--- src/design/shrld_pkg.sv ---
`timescale 1ns / 1ps
// ----------------------------------------------------------------------------
// shrld_pkg: shared types and constants of the LED PWM shift-register driver
// Input and result word layouts, the internal command word and fixed widths.
// ----------------------------------------------------------------------------
package shrld_pkg;

    // Fixed field widths
    localparam int LED_IDX_W  = 5;
    localparam int LEVEL_W    = 3;
    localparam int BYTE_W     = 8;
    localparam int REG_IDX_W  = 3;
    localparam int ROW_SEL_W  = 2;   // led_num[4:3]
    localparam int LANE_W     = 3;   // led_num[2:0]

    // Command queue between front and back
    localparam int CMDQ_DEPTH = 2;
    localparam int CMDQ_PTR_W = $clog2(CMDQ_DEPTH);
    localparam int CMDQ_CNT_W = $clog2(CMDQ_DEPTH + 1);

    // Input action codes
    localparam logic ACT_WRITE = 1'b0;
    localparam logic ACT_TICK  = 1'b1;

    // Configuration port
    localparam int APB_ADDR_W = 3;
    localparam int APB_DATA_W = 32;
    localparam logic [APB_ADDR_W-3:0] CFG_IDX_ACTIVE_LOW = '0;

    // Input word
    typedef struct packed {
        logic                 action;
        logic [LED_IDX_W-1:0] led_num;
        logic [LEVEL_W-1:0]   brightness;
    } in_word_t;

    // Result word
    typedef struct packed {
        logic [BYTE_W-1:0]    shift_byte;
        logic [REG_IDX_W-1:0] register_index;
        logic                 last_of_frame;
    } out_word_t;

    // Classified command handed from front to back
    typedef struct packed {
        logic                 is_tick;
        logic [ROW_SEL_W-1:0] row;
        logic [LANE_W-1:0]    lane;
        logic [LEVEL_W-1:0]   level;
    } cmd_t;

endpackage

--- src/design/shift_register_led_pwm_driver_core.sv ---
`timescale 1ns / 1ps
// ----------------------------------------------------------------------------
// shift_register_led_pwm_driver_core: multi-level LED PWM driver top level
// Keeps one brightness level per LED on a chain of 8-bit shift registers and
// emits one output word per register on every PWM tick.
// ----------------------------------------------------------------------------
// A brightness write is executed in the back end and produces no word; a
// write to an LED past the chain is dropped at the input. A tick produces
// NUM_SHIFT_REGS words, register 0 first, at one word per cycle while the
// output is not stalled: the brightness store is read one row (one shift
// register) per cycle, and the tick passes through the command queue, then
// each row through the read stage and the output register. Bit k of a word
// is on while the PWM phase is below the LED's level and is inverted when
// active_low is set; the last word of a tick carries last_of_frame for the
// latch pulse. The phase wraps at LEVELS. A two-entry command queue buffers
// input words while the output is stalled. Register active_low sits at byte address 0.
// ----------------------------------------------------------------------------
module shift_register_led_pwm_driver_core #(
    parameter int NUM_SHIFT_REGS = 4,
    parameter int LEVELS         = 4
) (
    input  logic                                aclk,
    input  logic                                aresetn,
    // input words
    input  logic                                s_valid,
    output logic                                s_ready,
    input  shrld_pkg::in_word_t                 s_data,
    // output words
    output logic                                m_valid,
    input  logic                                m_ready,
    output shrld_pkg::out_word_t                m_data,
    // configuration
    input  logic                                psel,
    input  logic                                penable,
    input  logic                                pwrite,
    input  logic [shrld_pkg::APB_ADDR_W-1:0]    paddr,
    input  logic [shrld_pkg::APB_DATA_W-1:0]    pwdata,
    output logic [shrld_pkg::APB_DATA_W-1:0]    prdata,
    output logic                                pready
);
    import shrld_pkg::*;

    logic active_low_reg;
    logic cfg_hit;

    logic q_push;
    cmd_t q_push_cmd;
    logic q_full;
    logic q_pop;
    logic q_valid;
    cmd_t q_head;

    // Configuration register
    assign pready  = 1'b1;
    assign cfg_hit = (paddr[APB_ADDR_W-1:2] == CFG_IDX_ACTIVE_LOW);

    always_ff @(posedge aclk) begin
        if (!aresetn) begin
            active_low_reg <= 1'b0;
        end else if (psel && penable && pwrite && pready && cfg_hit) begin
            active_low_reg <= pwdata[0];
        end
    end

    assign prdata = cfg_hit ? {{(APB_DATA_W-1){1'b0}}, active_low_reg} : '0;

    // Front: classify
    shrld_front #(
        .NUM_SHIFT_REGS(NUM_SHIFT_REGS)
    ) u_front (
        .s_valid (s_valid),
        .s_ready (s_ready),
        .s_data  (s_data),
        .q_full  (q_full),
        .q_push  (q_push),
        .q_cmd   (q_push_cmd)
    );

    // Command queue
    shrld_cmd_fifo u_fifo (
        .aclk       (aclk),
        .aresetn    (aresetn),
        .push       (q_push),
        .push_cmd   (q_push_cmd),
        .pop        (q_pop),
        .full       (q_full),
        .head_valid (q_valid),
        .head_cmd   (q_head)
    );

    // Back: store and frame sequencer
    shrld_back #(
        .NUM_SHIFT_REGS(NUM_SHIFT_REGS),
        .LEVELS        (LEVELS)
    ) u_back (
        .aclk       (aclk),
        .aresetn    (aresetn),
        .q_valid    (q_valid),
        .q_cmd      (q_head),
        .q_pop      (q_pop),
        .active_low (active_low_reg),
        .m_valid    (m_valid),
        .m_ready    (m_ready),
        .m_data     (m_data)
    );

endmodule

--- src/design/shrld_front.sv ---
`timescale 1ns / 1ps
// ----------------------------------------------------------------------------
// shrld_front: input classifier
// Accepts input words, drops writes past the chain and turns the rest into
// commands for the command queue.
// ----------------------------------------------------------------------------
module shrld_front #(
    parameter int NUM_SHIFT_REGS = 4
) (
    input  logic             s_valid,
    output logic             s_ready,
    input  shrld_pkg::in_word_t s_data,
    input  logic             q_full,
    output logic             q_push,
    output shrld_pkg::cmd_t  q_cmd
);
    import shrld_pkg::*;

    localparam int CNT_W = LED_IDX_W + 2;
    localparam logic [CNT_W-1:0] LED_COUNT = CNT_W'(NUM_SHIFT_REGS * BYTE_W);

    logic is_tick;
    logic in_range;

    // Accept whenever the queue has room
    assign s_ready  = !q_full;

    // Classify
    assign is_tick  = (s_data.action == ACT_TICK);
    assign in_range = {2'b00, s_data.led_num} < LED_COUNT;
    assign q_push   = s_valid && s_ready && (is_tick || in_range);

    always_comb begin
        q_cmd.is_tick = is_tick;
        q_cmd.row     = s_data.led_num[LED_IDX_W-1 -: ROW_SEL_W];
        q_cmd.lane    = s_data.led_num[LANE_W-1:0];
        q_cmd.level   = s_data.brightness;
    end

endmodule

--- src/design/shrld_cmd_fifo.sv ---
`timescale 1ns / 1ps
// ----------------------------------------------------------------------------
// shrld_cmd_fifo: command queue
// Short FIFO that decouples the classifier from the frame sequencer.
// ----------------------------------------------------------------------------
module shrld_cmd_fifo (
    input  logic            aclk,
    input  logic            aresetn,
    input  logic            push,
    input  shrld_pkg::cmd_t push_cmd,
    input  logic            pop,
    output logic            full,
    output logic            head_valid,
    output shrld_pkg::cmd_t head_cmd
);
    import shrld_pkg::*;

    cmd_t                  entry_reg [CMDQ_DEPTH];
    logic [CMDQ_PTR_W-1:0] wr_ptr_reg;
    logic [CMDQ_PTR_W-1:0] rd_ptr_reg;
    logic [CMDQ_CNT_W-1:0] count_reg;
    logic [CMDQ_CNT_W-1:0] count_next;

    assign full       = (count_reg == CMDQ_CNT_W'(CMDQ_DEPTH));
    assign head_valid = (count_reg != '0);
    assign head_cmd   = entry_reg[rd_ptr_reg];

    // Occupancy
    always_comb begin
        count_next = count_reg;
        if (push && !pop) begin
            count_next = count_reg + 1'b1;
        end else if (pop && !push) begin
            count_next = count_reg - 1'b1;
        end
    end

    // Pointers
    always_ff @(posedge aclk) begin
        if (!aresetn) begin
            wr_ptr_reg <= '0;
            rd_ptr_reg <= '0;
            count_reg  <= '0;
        end else begin
            count_reg <= count_next;
            if (push) begin
                wr_ptr_reg <= wr_ptr_reg + 1'b1;
            end
            if (pop) begin
                rd_ptr_reg <= rd_ptr_reg + 1'b1;
            end
        end
    end

    // Storage
    always_ff @(posedge aclk) begin
        if (push) begin
            entry_reg[wr_ptr_reg] <= push_cmd;
        end
    end

endmodule

--- src/design/shrld_back.sv ---
`timescale 1ns / 1ps
// ----------------------------------------------------------------------------
// shrld_back: brightness store and frame sequencer
// Executes brightness writes and, on a tick, walks the shift registers one
// row per cycle when not stalled, comparing each LED level to the PWM phase.
// ----------------------------------------------------------------------------
module shrld_back #(
    parameter int NUM_SHIFT_REGS = 4,
    parameter int LEVELS         = 4
) (
    input  logic                 aclk,
    input  logic                 aresetn,
    input  logic                 q_valid,
    input  shrld_pkg::cmd_t      q_cmd,
    output logic                 q_pop,
    input  logic                 active_low,
    output logic                 m_valid,
    input  logic                 m_ready,
    output shrld_pkg::out_word_t m_data
);
    import shrld_pkg::*;

    localparam int ROW_W = (NUM_SHIFT_REGS > 1) ? $clog2(NUM_SHIFT_REGS) : 1;
    localparam int PH_W  = $clog2(LEVELS);
    localparam int CMP_W = (PH_W > LEVEL_W) ? PH_W : LEVEL_W;
    localparam logic [ROW_W-1:0] LAST_ROW  = ROW_W'(NUM_SHIFT_REGS - 1);
    localparam logic [PH_W-1:0]  LAST_PH   = PH_W'(LEVELS - 1);

    // Brightness store: one row of eight levels per shift register
    logic [BYTE_W-1:0][LEVEL_W-1:0] mem [NUM_SHIFT_REGS];
    logic [NUM_SHIFT_REGS-1:0][BYTE_W-1:0] vld_reg;

    logic [BYTE_W-1:0][LEVEL_W-1:0] rd_data_reg;
    logic [BYTE_W-1:0]              rd_vld_reg;

    logic [ROW_W-1:0] row_reg;
    logic [ROW_W-1:0] row_next;
    logic [PH_W-1:0]  phase_reg;
    logic [PH_W-1:0]  phase_next;

    logic             s1_valid_reg;
    logic [ROW_W-1:0] s1_row_reg;
    logic             s1_last_reg;

    logic             m_valid_reg;
    out_word_t        m_data_reg;

    logic             out_free;
    logic             s1_adv;
    logic             s1_free;
    logic             do_write;
    logic             do_issue;
    logic             issue_last;
    logic [ROW_W-1:0] w_row;
    logic [BYTE_W-1:0] byte_bits;

    // Handshake between the read stage and the output register
    assign out_free   = !m_valid_reg || m_ready;
    assign s1_adv     = s1_valid_reg && out_free;
    assign s1_free    = !s1_valid_reg || out_free;

    // Command execution
    assign do_write   = q_valid && !q_cmd.is_tick;
    assign do_issue   = q_valid && q_cmd.is_tick && s1_free;
    assign issue_last = (row_reg == LAST_ROW);
    assign q_pop      = do_write || (do_issue && issue_last);
    assign w_row      = ROW_W'(q_cmd.row);

    assign row_next   = issue_last ? '0 : row_reg + 1'b1;
    assign phase_next = (phase_reg == LAST_PH) ? '0 : phase_reg + 1'b1;

    // Store write port and registered read port
    always_ff @(posedge aclk) begin
        if (do_write) begin
            mem[w_row][q_cmd.lane] <= q_cmd.level;
        end
        if (do_issue) begin
            rd_data_reg <= mem[row_reg];
            rd_vld_reg  <= vld_reg[row_reg];
        end
    end

    // Written flags; an unwritten LED reads as off
    always_ff @(posedge aclk) begin
        if (!aresetn) begin
            vld_reg <= '0;
        end else if (do_write) begin
            vld_reg[w_row][q_cmd.lane] <= 1'b1;
        end
    end

    // Row sequencer and read stage
    always_ff @(posedge aclk) begin
        if (!aresetn) begin
            row_reg      <= '0;
            s1_valid_reg <= 1'b0;
        end else begin
            if (do_issue) begin
                row_reg      <= row_next;
                s1_valid_reg <= 1'b1;
            end else if (s1_adv) begin
                s1_valid_reg <= 1'b0;
            end
        end
    end

    always_ff @(posedge aclk) begin
        if (do_issue) begin
            s1_row_reg  <= row_reg;
            s1_last_reg <= issue_last;
        end
    end

    // PWM compare for the eight outputs of one register
    always_comb begin
        for (int k = 0; k < BYTE_W; k++) begin
            byte_bits[k] = rd_vld_reg[k] &&
                           (CMP_W'(phase_reg) < CMP_W'(rd_data_reg[k]));
        end
    end

    // Phase advances when the last word of a frame leaves the read stage
    always_ff @(posedge aclk) begin
        if (!aresetn) begin
            phase_reg <= '0;
        end else if (s1_adv && s1_last_reg) begin
            phase_reg <= phase_next;
        end
    end

    // Output register
    always_ff @(posedge aclk) begin
        if (!aresetn) begin
            m_valid_reg <= 1'b0;
        end else if (s1_adv) begin
            m_valid_reg <= 1'b1;
        end else if (m_ready) begin
            m_valid_reg <= 1'b0;
        end
    end

    always_ff @(posedge aclk) begin
        if (s1_adv) begin
            m_data_reg.shift_byte     <= byte_bits ^ {BYTE_W{active_low}};
            m_data_reg.register_index <= REG_IDX_W'(s1_row_reg);
            m_data_reg.last_of_frame  <= s1_last_reg;
        end
    end

    assign m_valid = m_valid_reg;
    assign m_data  = m_data_reg;

endmodule

--- config.mk ---
export PLATFORM = sky130hd
export DESIGN_NAME = shift_register_led_pwm_driver_core
export DESIGN_NICKNAME = d
export VERILOG_FILES = /design/src/design/shrld_pkg.sv /design/src/design/shift_register_led_pwm_driver_core.sv /design/src/design/shrld_front.sv /design/src/design/shrld_cmd_fifo.sv /design/src/design/shrld_back.sv
export SDC_FILE = /design/constraint.sdc
export NUM_CORES = 1
export LEC_CHECK = 0
export CAP_MARGIN = 20
export CORE_UTILIZATION = 45
export CTS_BUF_LIST = sky130_fd_sc_hd__clkbuf_2 sky130_fd_sc_hd__clkbuf_4 sky130_fd_sc_hd__clkbuf_8
export CTS_CLUSTER_DIAMETER = 40
export DETAILED_ROUTE_END_ITERATION = 12
export DONT_BUFFER_PORTS = 1
export GPL_ROUTABILITY_DRIVEN = 0
export REMOVE_ABC_BUFFERS = 1
export SLEW_MARGIN = 20
export SYNTH_ARGS = -nofsm -noshare
export SYNTH_HDL_FRONTEND = slang
export SYNTH_HIERARCHICAL = 1
export SYNTH_SLANG_ARGS = --single-unit
--- constraint.sdc ---
create_clock -name aclk -period 3.9 [get_ports aclk]
set_input_delay 0.39 -clock aclk [delete_from_list [all_inputs] [get_ports aclk]]
set_output_delay 0.39 -clock aclk [all_outputs]
set_load 0.05 [all_outputs]
**Word level (Yosys, flattened, before mapping)**

Memory sizes are Yosys's and may differ from the RTL's. A register that Yosys moved wholly into a read port is not among the register bits.
Index checks and enable logic that the tools add are counted.

- Reduce and logical (&&, ||, !) cells: 35
- Muxes and demuxes: 23
- Equal/unequal tests: 3
- $add $sub $neg: 6
- $lt $le $gt $ge: 13
- Bitwise operators: 3

Operator list:

| operator | count |
|---|---|
| 32-bit OR | 1 |
| 2-bit by 3-bit less-than comparator with 1-bit output | 8 |
| 24-bit two-way mux | 1 |
| 1-bit logical AND | 22 |
| 8-bit binary-select mux with 2-bit select | 1 |
| 8-bit demux with 2-bit select | 1 |
| 8-bit two-way mux | 2 |
| 1-bit two-way mux | 11 |
| 3-bit demux with 3-bit select | 1 |
| 2-bit two-way mux | 4 |
| 2-bit nonzero test | 4 |
| 8-bit bitwise XOR | 1 |
| 2-bit by 1-bit adder with 2-bit output, second input constant | 3 |
| 2-bit equality test, second input constant | 3 |
| 1-bit zero test | 6 |
| 2-bit by 3-bit less-than comparator with 1-bit output, second input constant | 2 |
| 3-bit by 4-bit less-than comparator with 1-bit output, second input constant | 1 |
| 1-bit demux with 3-bit select | 1 |
| 3-bit by 1-bit >= comparator with 1-bit output, second input constant | 1 |
| 1-bit logical OR | 3 |
| 3-bit two-way mux | 1 |
| 1-bit adder, second input constant | 2 |
| 2-bit by 1-bit >= comparator with 1-bit output, second input constant | 1 |
| 2-bit by 1-bit subtractor with 2-bit output, second input constant | 1 |
| 1-bit NOT | 1 |

- Word-level logic and storage cells: 103
- Register bits: 65
- Output and inout port bits: 47
- Memory bits (writable): 114
- Memories kept: 2
- Input port bits: 51

Memories:

| name | words | width | rd ports | clocked after Yosys merged registers in | wr ports | line | text |
|---|---|---|---|---|---|---|---|
| u_back.mem | 4 | 24 | 1 | 1 | 1 | shrld_back.sv:30 | `logic [BYTE_W-1:0][LEVEL_W-1:0] mem [NUM_SHIFT_REGS];` |
| u_fifo.entry_reg | 2 | 9 | 1 | 1 | 1 | shrld_cmd_fifo.sv:18 | `cmd_t entry_reg [CMDQ_DEPTH];` |

**Logic depth before layout (Yosys ltp)**

Gate-level depths: netlist of the first run.

- Word-level depth: 9
- Mapped depth: 10
- Depth with buffers taken out: 9

**Cells and area by module**

Netlist of the first run, hierarchy kept.

Modules (own cells, without submodules):

| module | instances | seq. area each (um^2) | area an instance (um^2) | cells an instance |
|---|---|---|---|---|
| shrld_back | 1 | 5024.8 | 6998.0 | 432 |
| shrld_cmd_fifo | 1 | 640.6 | 868.3 | 50 |
| shift_register_led_pwm_driver_core | 1 | 20.0 | 315.3 | 40 |
| shrld_front | 1 | 0.0 | 77.6 | 11 |

**Least setup slack after synthesis of the first run**

No wires, ideal clock.

- Kind: register to register
- Start point: reg (tool-made name)
- End point: reg u_fifo.count_reg[1]
- Buffers on the path: 1
- Data arrival time: 2.828 ns
- Data required time: 3.830 ns
- Clock period less this slack: 2.898 ns
- Path slack: 1.002 ns
- Setup time: 0.070 ns
- Cell stages (with the launch flop): 10
- Cell sequence: dfxtp_1 > buf_2 > mux2_2 > nand2_1 > and2b_1 > a22o_1 > inv_1 > ha_1 > or3_1 > a21boi_1

RTL lines:

| what | line | text |
|---|---|---|
| end signal, assigned | shrld_cmd_fifo.sv:45 | `count_reg <= count_next;` |
| end, declared | shrld_cmd_fifo.sv:21 | `logic [CMDQ_CNT_W-1:0] count_reg;` |

**Worst setup path after layout of the first run**

- Start point: reg active_low_reg
- End point: out prdata[0] in the netlist's numbering

- Cells in the longest elaborated chain, start to end: 1

RTL lines:

| what | line | text |
|---|---|---|
| start, declared | shift_register_led_pwm_driver_core.sv:43 | `logic active_low_reg;` |
| start signal, assigned | shift_register_led_pwm_driver_core.sv:61 | `active_low_reg <= pwdata[0];` |
| 1-bit two-way mux | shift_register_led_pwm_driver_core.sv:65 | `assign prdata = cfg_hit ? {{(APB_DATA_W-1){1'b0}}, active_low_reg} : '0;` |
| end, declared | shift_register_led_pwm_driver_core.sv:38 | `output logic [shrld_pkg::APB_DATA_W-1:0] prdata,` |

Every way passes these cells.

==> results of run 1 <==
-- metrics by stage --
stage | cells | setup slack (ns) | power (mW) | hold WS (ns) | cell area (um^2)
2_1_floorplan | 503 | 0.9877 | 3.770 | 0.4003 | 7925
3_3_place_gp | 735 | 1.554 | 4.052 | 0.4069 | 8235
3_5_place_dp | 735 | 1.531 | 4.089 | 0.4045 | 8235
4_1_cts | 813 | 1.353 | 6.086 | 0.001773 | 9105
5_1_grt | 813 | 1.276 | 6.292 | 0.006342 | 9105
6_report | 813 | 1.419 | 6.000 | 0.03232 | 9105
-- timing repair --
item	in CTS	in global routing
hold buffers	13	0
endpoints found under the hold margin	55	0
setup buffers	0	0
-- cell families (layout without fill, tap and decap cells) --
logic type | count (synthesis) | after routing | share of synthesized area [%]
other cells | 3 | 33 | 0.1363
mux | 46 | 46 | 10.74
flops | 204 | 204 | 68.84
buf+inv | 80 | 101 | 6.317
fa+ha+maj | 11 | 11 | 1.666
xor+xnor | 11 | 11 | 1.167
simple gates | 132 | 132 | 7.817
compound gates | 46 | 46 | 3.318
-- routing by layer --
layer	up-vias	GRT usage, %	part of all wire (%)
li1	1927	-	-
met1	2003	20.42	42
met2	101	27.83	51
met3	26	4.415	4.9
met4	0	6.166	2.1
met5	-	0	0
-- worst paths after layout --
path / start / to / slack [ns] / depth (start not counted)
worst max-delay path: active_low_reg$_SDFFE_PN0P_ / prdata[0] / 1.42 / 1
worst min-delay path: aresetn / u_back/vld_reg[18]$_SDFFE_PN0N_ / 0.03 / 2
worst max register to register: flip-flop / u_fifo/count_reg[1]$_SDFFE_PN0P_ / 1.51 / 8
worst min register to register: u_back/s1_row_reg[0]$_DFFE_PP_ / u_back/m_data[1]$_DFFE_PP_ / 0.42 / 0
-- cells in the final DEF (no fill, tap or decap), types with 4 or more instances in the layout --
master,count
edfxtp_1,160
nand2_1,51
dfxtp_1,43
clkbuf_8,39
nor2_1,36
conb_1,33
o21ai_0,33
mux4_2,28
inv_1,20
clkbuf_4,16
nor2b_1,12
dlygate4sd3_1,12
nand2b_1,11
ha_1,11
xnor2_1,9
mux2_2,9
o221ai_1,8
mux2i_1,5
clkinv_1,5
and2_1,5
mux4_1,4
nand3_1,4
-- power groups by stage --
stage / sequential (mW) / clock (mW) / combinational [mW]
floorplan: 3.02 / 0 / 0.754
finish: 2.93 / 1.96 / 1.12
global placement: 2.96 / 0 / 1.09
global route: 2.96 / 2.11 / 1.22
CTS: 2.93 / 2.02 / 1.14
detailed placement: 2.97 / 0 / 1.12
-- synth_stat cells --
| cell | n |
|---|---|
| nand3_1 | 4 |
| and2b_2 | 1 |
| buf_4 | 42 |
| and2_1 | 5 |
| xnor2_1 | 9 |
| mux4_2 | 28 |
| buf_6 | 1 |
| nand3b_1 | 3 |
| nand4b_4 | 1 |
| clkbuf_1 | 8 |
| o221ai_1 | 8 |
| a22o_1 | 1 |
| nand2b_1 | 11 |
| mux2i_1 | 5 |
| o21a_1 | 1 |
| buf_2 | 6 |
| nor2b_1 | 12 |
| edfxtp_1 | 160 |
| nand2_1 | 51 |
| mux4_1 | 4 |
| a21boi_1 | 1 |
| nor2_1 | 36 |
| dfxtp_1 | 44 |
| inv_1 | 20 |
| xor2_1 | 2 |
| ha_1 | 11 |
| nor3b_4 | 1 |
| mux2_2 | 9 |
| and3b_1 | 1 |
| o21ai_0 | 33 |
| or2_2 | 2 |
| or3_1 | 1 |
| buf_12 | 3 |
| and2b_1 | 3 |
| a21boi_0 | 2 |
| conb_1 | 3 |
-- worst reg2reg max path, delay by kind of cell (launching register included) --
kind                     cells  cell delay, ns
AND/OR/NAND/NOR              3            0.65
flip-flops                   1            0.56
multiplexers                 1            0.44
AO/OA/AOI/OAI                2            0.37
adder cells (fa/ha/maj)      1            0.24
buffers and inverters        1            0.06
-- cell type report --
| type | count | share of cell area (%) |
|---|---|---|
| inverters | 20 | 0.8245 |
| repair buffers | 16 | 1.786 |
| multi-input cells | 279 | 23.77 |
| clock buffers | 55 | 7.215 |
| flip-flops and latches | 204 | 62.46 |
| clock inverters | 10 | 0.7970 |
| well taps | 229 | 3.147 |
==> metrics.cfg, run 1 <==
[critical_path]
cp.required_ns=3.51
timing.critical_path.cells=nor2b_1
crit_fanout=10
critPathCaptureType=output pin
critPathBufInv=0
cp.arrival_ns=2.09
critPathKind=reg2out
cp_top_family=simple AND/OR/NAND/NOR gates
crit_path_start_kind=flip-flop
critical_path.slowest_cell=nor2b_1
slowest_delay_ns=0.82

[yosys]
syn_avg_cell_area_um2=15.50
synth.largest_area_cell=edfxtp_1
yosys_warnings=6
synth_cell_type_count=36
seq_area_frac_synth_pct=68.84
synth_cells=533
synth_top_area_share_pct=58.17
syn_area_um2=8259
netlist_top_cells_area=edfxtp_1 (58%), dfxtp_1 (11%), mux4_2 (7.6%)
synth-seq-cells=204

[die]
io_pins=98
die_x_um=137.5
core_area_um2=17960
die_y_um=137.5
die-area_um2=18900
num_rows=49
initial_core_util_pct=45.98

[drt]
drc=0
drtIter0Drc=201
wl_um=14340
ant_nets=0
detail_route.wl_per_cell_um=17.64
viasPerCell=4.990
dr.pass1.iters=4
num_vias=4057

[final_layout]
multiInputGateArea_um2=2165
n_antenna_cell=0
fillerInstances=1501
final_util_pct=50.69
largest_register_ffs=96
drive_gt1_share_pct=18.32
final_nets=619
seqCellArea_um2=5687
syn2layout_area_growth_pct=10.24

[global_routing]
grt-ovfl-total=0
grt_pass1_vias=4257
grt_max_degree=38
grt_usage_pct=16.55
grt_pass1_wl_um=22650
antenna_found_initial=0

[power_and_ir_drop]
leakagePower_nw=3.117
switching_share_pct=28.13
cell_internal_pwr_mw=4.313
power.density_nw_per_um2=659.0
peakVddDrop_uv=467.2
clkPwrFrac_pct=32.6
pwr-share-comb_pct=18.6
p_switching_mw=1.688
seqPwrFrac_pct=48.8

[sta]
setup_violations=0
relSlewSlack_pct=38.24
hold_viol=0
period_share_pct=63.61
fin_tns_setup_ns=0
max_freq_mhz=403.1
period_minus_slack_ns=2.481
drv_slew=0
worstMarginPinSlew_ns=0.9245
fin_skew_ns=0.01105
grt_setup_unrepaired=no

[cts]
cts_tree=done
cts_sinks=204
cts-root-buf=clkbuf_8
htree_levels=2
numCtsBuffers=36
clk_pin_slew_ns=0.06
clockBufferDepth=3
clk_latency_ns=0.51
ctsResizeCount=0

[job]
max_cap_viol_count=0

[placed_design]
dp.final_hpwl_um=8246
port_buffers=0

[outcome]
status=finished clean

[hold_path]
hold_class=in2reg

Power figures use the tool's default switching activity.
==> run 2, diff against run 1 <==
- ABC_AREA: not set -> 1
- clock period: 3.9 -> 2.05 ns (I/O delays scaled with it)
==> metrics.cfg, run 2 <==
[sta]
relSlewSlack_pct=63.47
fin_skew_ns=0.03061
max_freq_mhz=530.3
period_minus_slack_ns=1.886
grt_setup_unrepaired=no
hold_viol=0
drv_slew=0
worstMarginPinSlew_ns=0.5472
fin_tns_setup_ns=0
setup_violations=0
period_share_pct=91.98
postLayoutSetupSlackWorst_ns=0.1644
hold_ws_ns=0.07584

[global_routing]
grt_usage_pct=17.69
antenna_found_initial=0
grt_pass1_wl_um=26390
grt_pass1_vias=5233
grt_max_degree=37
grt-ovfl-total=0

[yosys]
async_flop_share_pct=0
syn_avg_cell_area_um2=11.17
netlist_top_cells_area=edfxtp_1 (57%), dfxtp_1 (10%), inv_1 (4.6%)
synth_simple_gate_area_share_pct=10.30
synth_top_flop_cell=edfxtp_1
synth-seq-cells=204
syn_area_um2=8502
synth_compound_area_share_pct=8.889
synth_cell_type_count=23
post-synth-top-count-cell=edfxtp_1
synth_mux_area_share_pct=1.589
synth_edf_count=160
synth_cells=761
yosys_warnings=6
synth_common_cells=edfxtp_1 (160), inv_1 (105), nand2_1 (77)
synth_top_area_share_pct=56.51
synth_xor_area_share_pct=0
synth_top_family_by_area=buffers and inverters
seq_area_frac_synth_pct=66.87
synth.largest_area_cell=edfxtp_1
synthAdderAreaFrac_pct=1.619

[job]
max_cap_viol_count=0

[die]
die-area_um2=19450
initial_core_util_pct=46.69
io_pins=98
num_rows=49
die_x_um=139.5
core_area_um2=18210
die_y_um=139.5

[critical_path]
crit_fanout=5
crit_path_start_kind=flip-flop
critPathKind=reg2reg
cp.arrival_ns=2.08
critPathCaptureType=flip-flop
cp.required_ns=2.24
critical_path.slowest_cell=dfxtp_1
slowest_delay_ns=0.38
timing.critical_path.cells=buf_4, mux2_4, inv_1, nand2_1, nor2_2, nand2_1, inv_1

[drt]
wl_um=16640
viasPerCell=5.080
num_vias=5329
ant_nets=0
detail_route.wl_per_cell_um=15.86
drc=0
drtIter0Drc=271
dr.pass1.iters=4

[final_layout]
drive_gt1_share_pct=12.32
stdcell_area_um2=9515
final_common_cell=edfxtp_1
n_antenna_cell=0
final_nets=856
syn2layout_area_growth_pct=11.92
mostFrequentLayoutCells=edfxtp_1 (160), inv_1 (105), nand2_1 (77), nor2_1 (71), a21oi_1 (54)
fillerInstances=1567
largest_register_ffs=96

[power_and_ir_drop]
peakVddDrop_uv=820.6
power.density_nw_per_um2=1304
leakagePower_nw=3.825

[cts]
clockBufferDepth=3
cts_sinks=204
clk_pin_slew_ns=0.06
clk_latency_ns=0.51
htree_levels=2
cts_setup_buffers=0
numCtsBuffers=35
cts-root-buf=clkbuf_8
cts_tree=done

[placed_design]
port_buffers=0
dp_slack_ns=0.1457
place_area_um2=8574
dp.final_hpwl_um=10070

[hold_path]
hold_class=in2reg

[outcome]
status=finished clean

run 2: cell types whose count changed in the layout (fill, tap and decap cells not counted), moves of 12 or more:
cell	previous run	this run
nor2_1	36	71
o21ai_1	0	17
inv_1	20	105
nand2_1	51	77
o21ai_0	33	50
nor2b_1	12	0
nand3_1	4	41
mux4_2	28	0
a21oi_1	0	54
o22ai_1	0	24
run 2: worst paths after layout:
| kind | startpoint | endpoint | slack, ns | depth (start not counted) |
|---|---|---|---|---|
| max | flip-flop | u_back/mem[2][10]$_DFFE_PP_ | 0.16 | 7 |
| min | aresetn | u_back/m_valid$_SDFFE_PN0P_ | 0.08 | 2 |
| max reg2reg | flip-flop | u_back/mem[2][10]$_DFFE_PP_ | 0.16 | 7 |
| min reg2reg | u_back/s1_row_reg[1]$_DFFE_PP_ | u_back/m_data[2]$_DFFE_PP_ | 0.42 | 0 |
run 2: per-stage QoR:
stage | total power [mW] | util, % | instances
after floorplan | 7.711 | - | 723
after detailed placement | 8.736 | 47.09 | 968
after global placement | 8.635 | 47.09 | 968
final | 12.41 | 52.26 | 1049
after global routing | 13.08 | 52.26 | 1049
after CTS | 12.51 | 52.06 | 1048
run 2: worst max-delay path, delay by kind of cell (launching register included):
kind          cells  cell delay (ns)
mux               1             0.32
flops             1             0.38
simple gates      3             0.47
buf+inv           3             0.40
run 2: final cells by class:
type                       instances  area [um^2]  area share (%)
tap                              229        286.5           3.011
clock buffer                      52        659.4           6.930
multi-input combinational        405         2036           21.39
timing repair buffer              34        342.8           3.603
clock inverter                    11        76.32          0.8021
inverter                         114        427.9           4.497
sequential                       204         5687           59.76
run 2: cell families (layout without fill, tap and decap cells):
group                      count (synthesis)  after routing
DFF                                      204            204
adders and majority gates                 11             11
other                                      3             33
buffers and inverters                    182            211
muxes                                      9              9
and+or+nand+nor                          207            207
AOI/OAI and AO/OA                        145            145
run 2: metal layers:
layer	global-route usage (%)	part of all wire (%)
met5	0	0
met4	7.135	2.6
met3	3.372	5.3
met2	31.66	50
met1	20.89	42
run 2: report_power, final:
part           internal (mW)  total (mW)  switching (mW)
combinational          0.891        3.03            2.14
clock                   2.19        3.72            1.53
sequential              5.36        5.66           0.297
run 2: what timing repair did:
item	CTS	global route
resized for setup	0	4
endpoints found under the setup margin	0	26
hold buffers	17	0
hold endpoints to repair	30	0
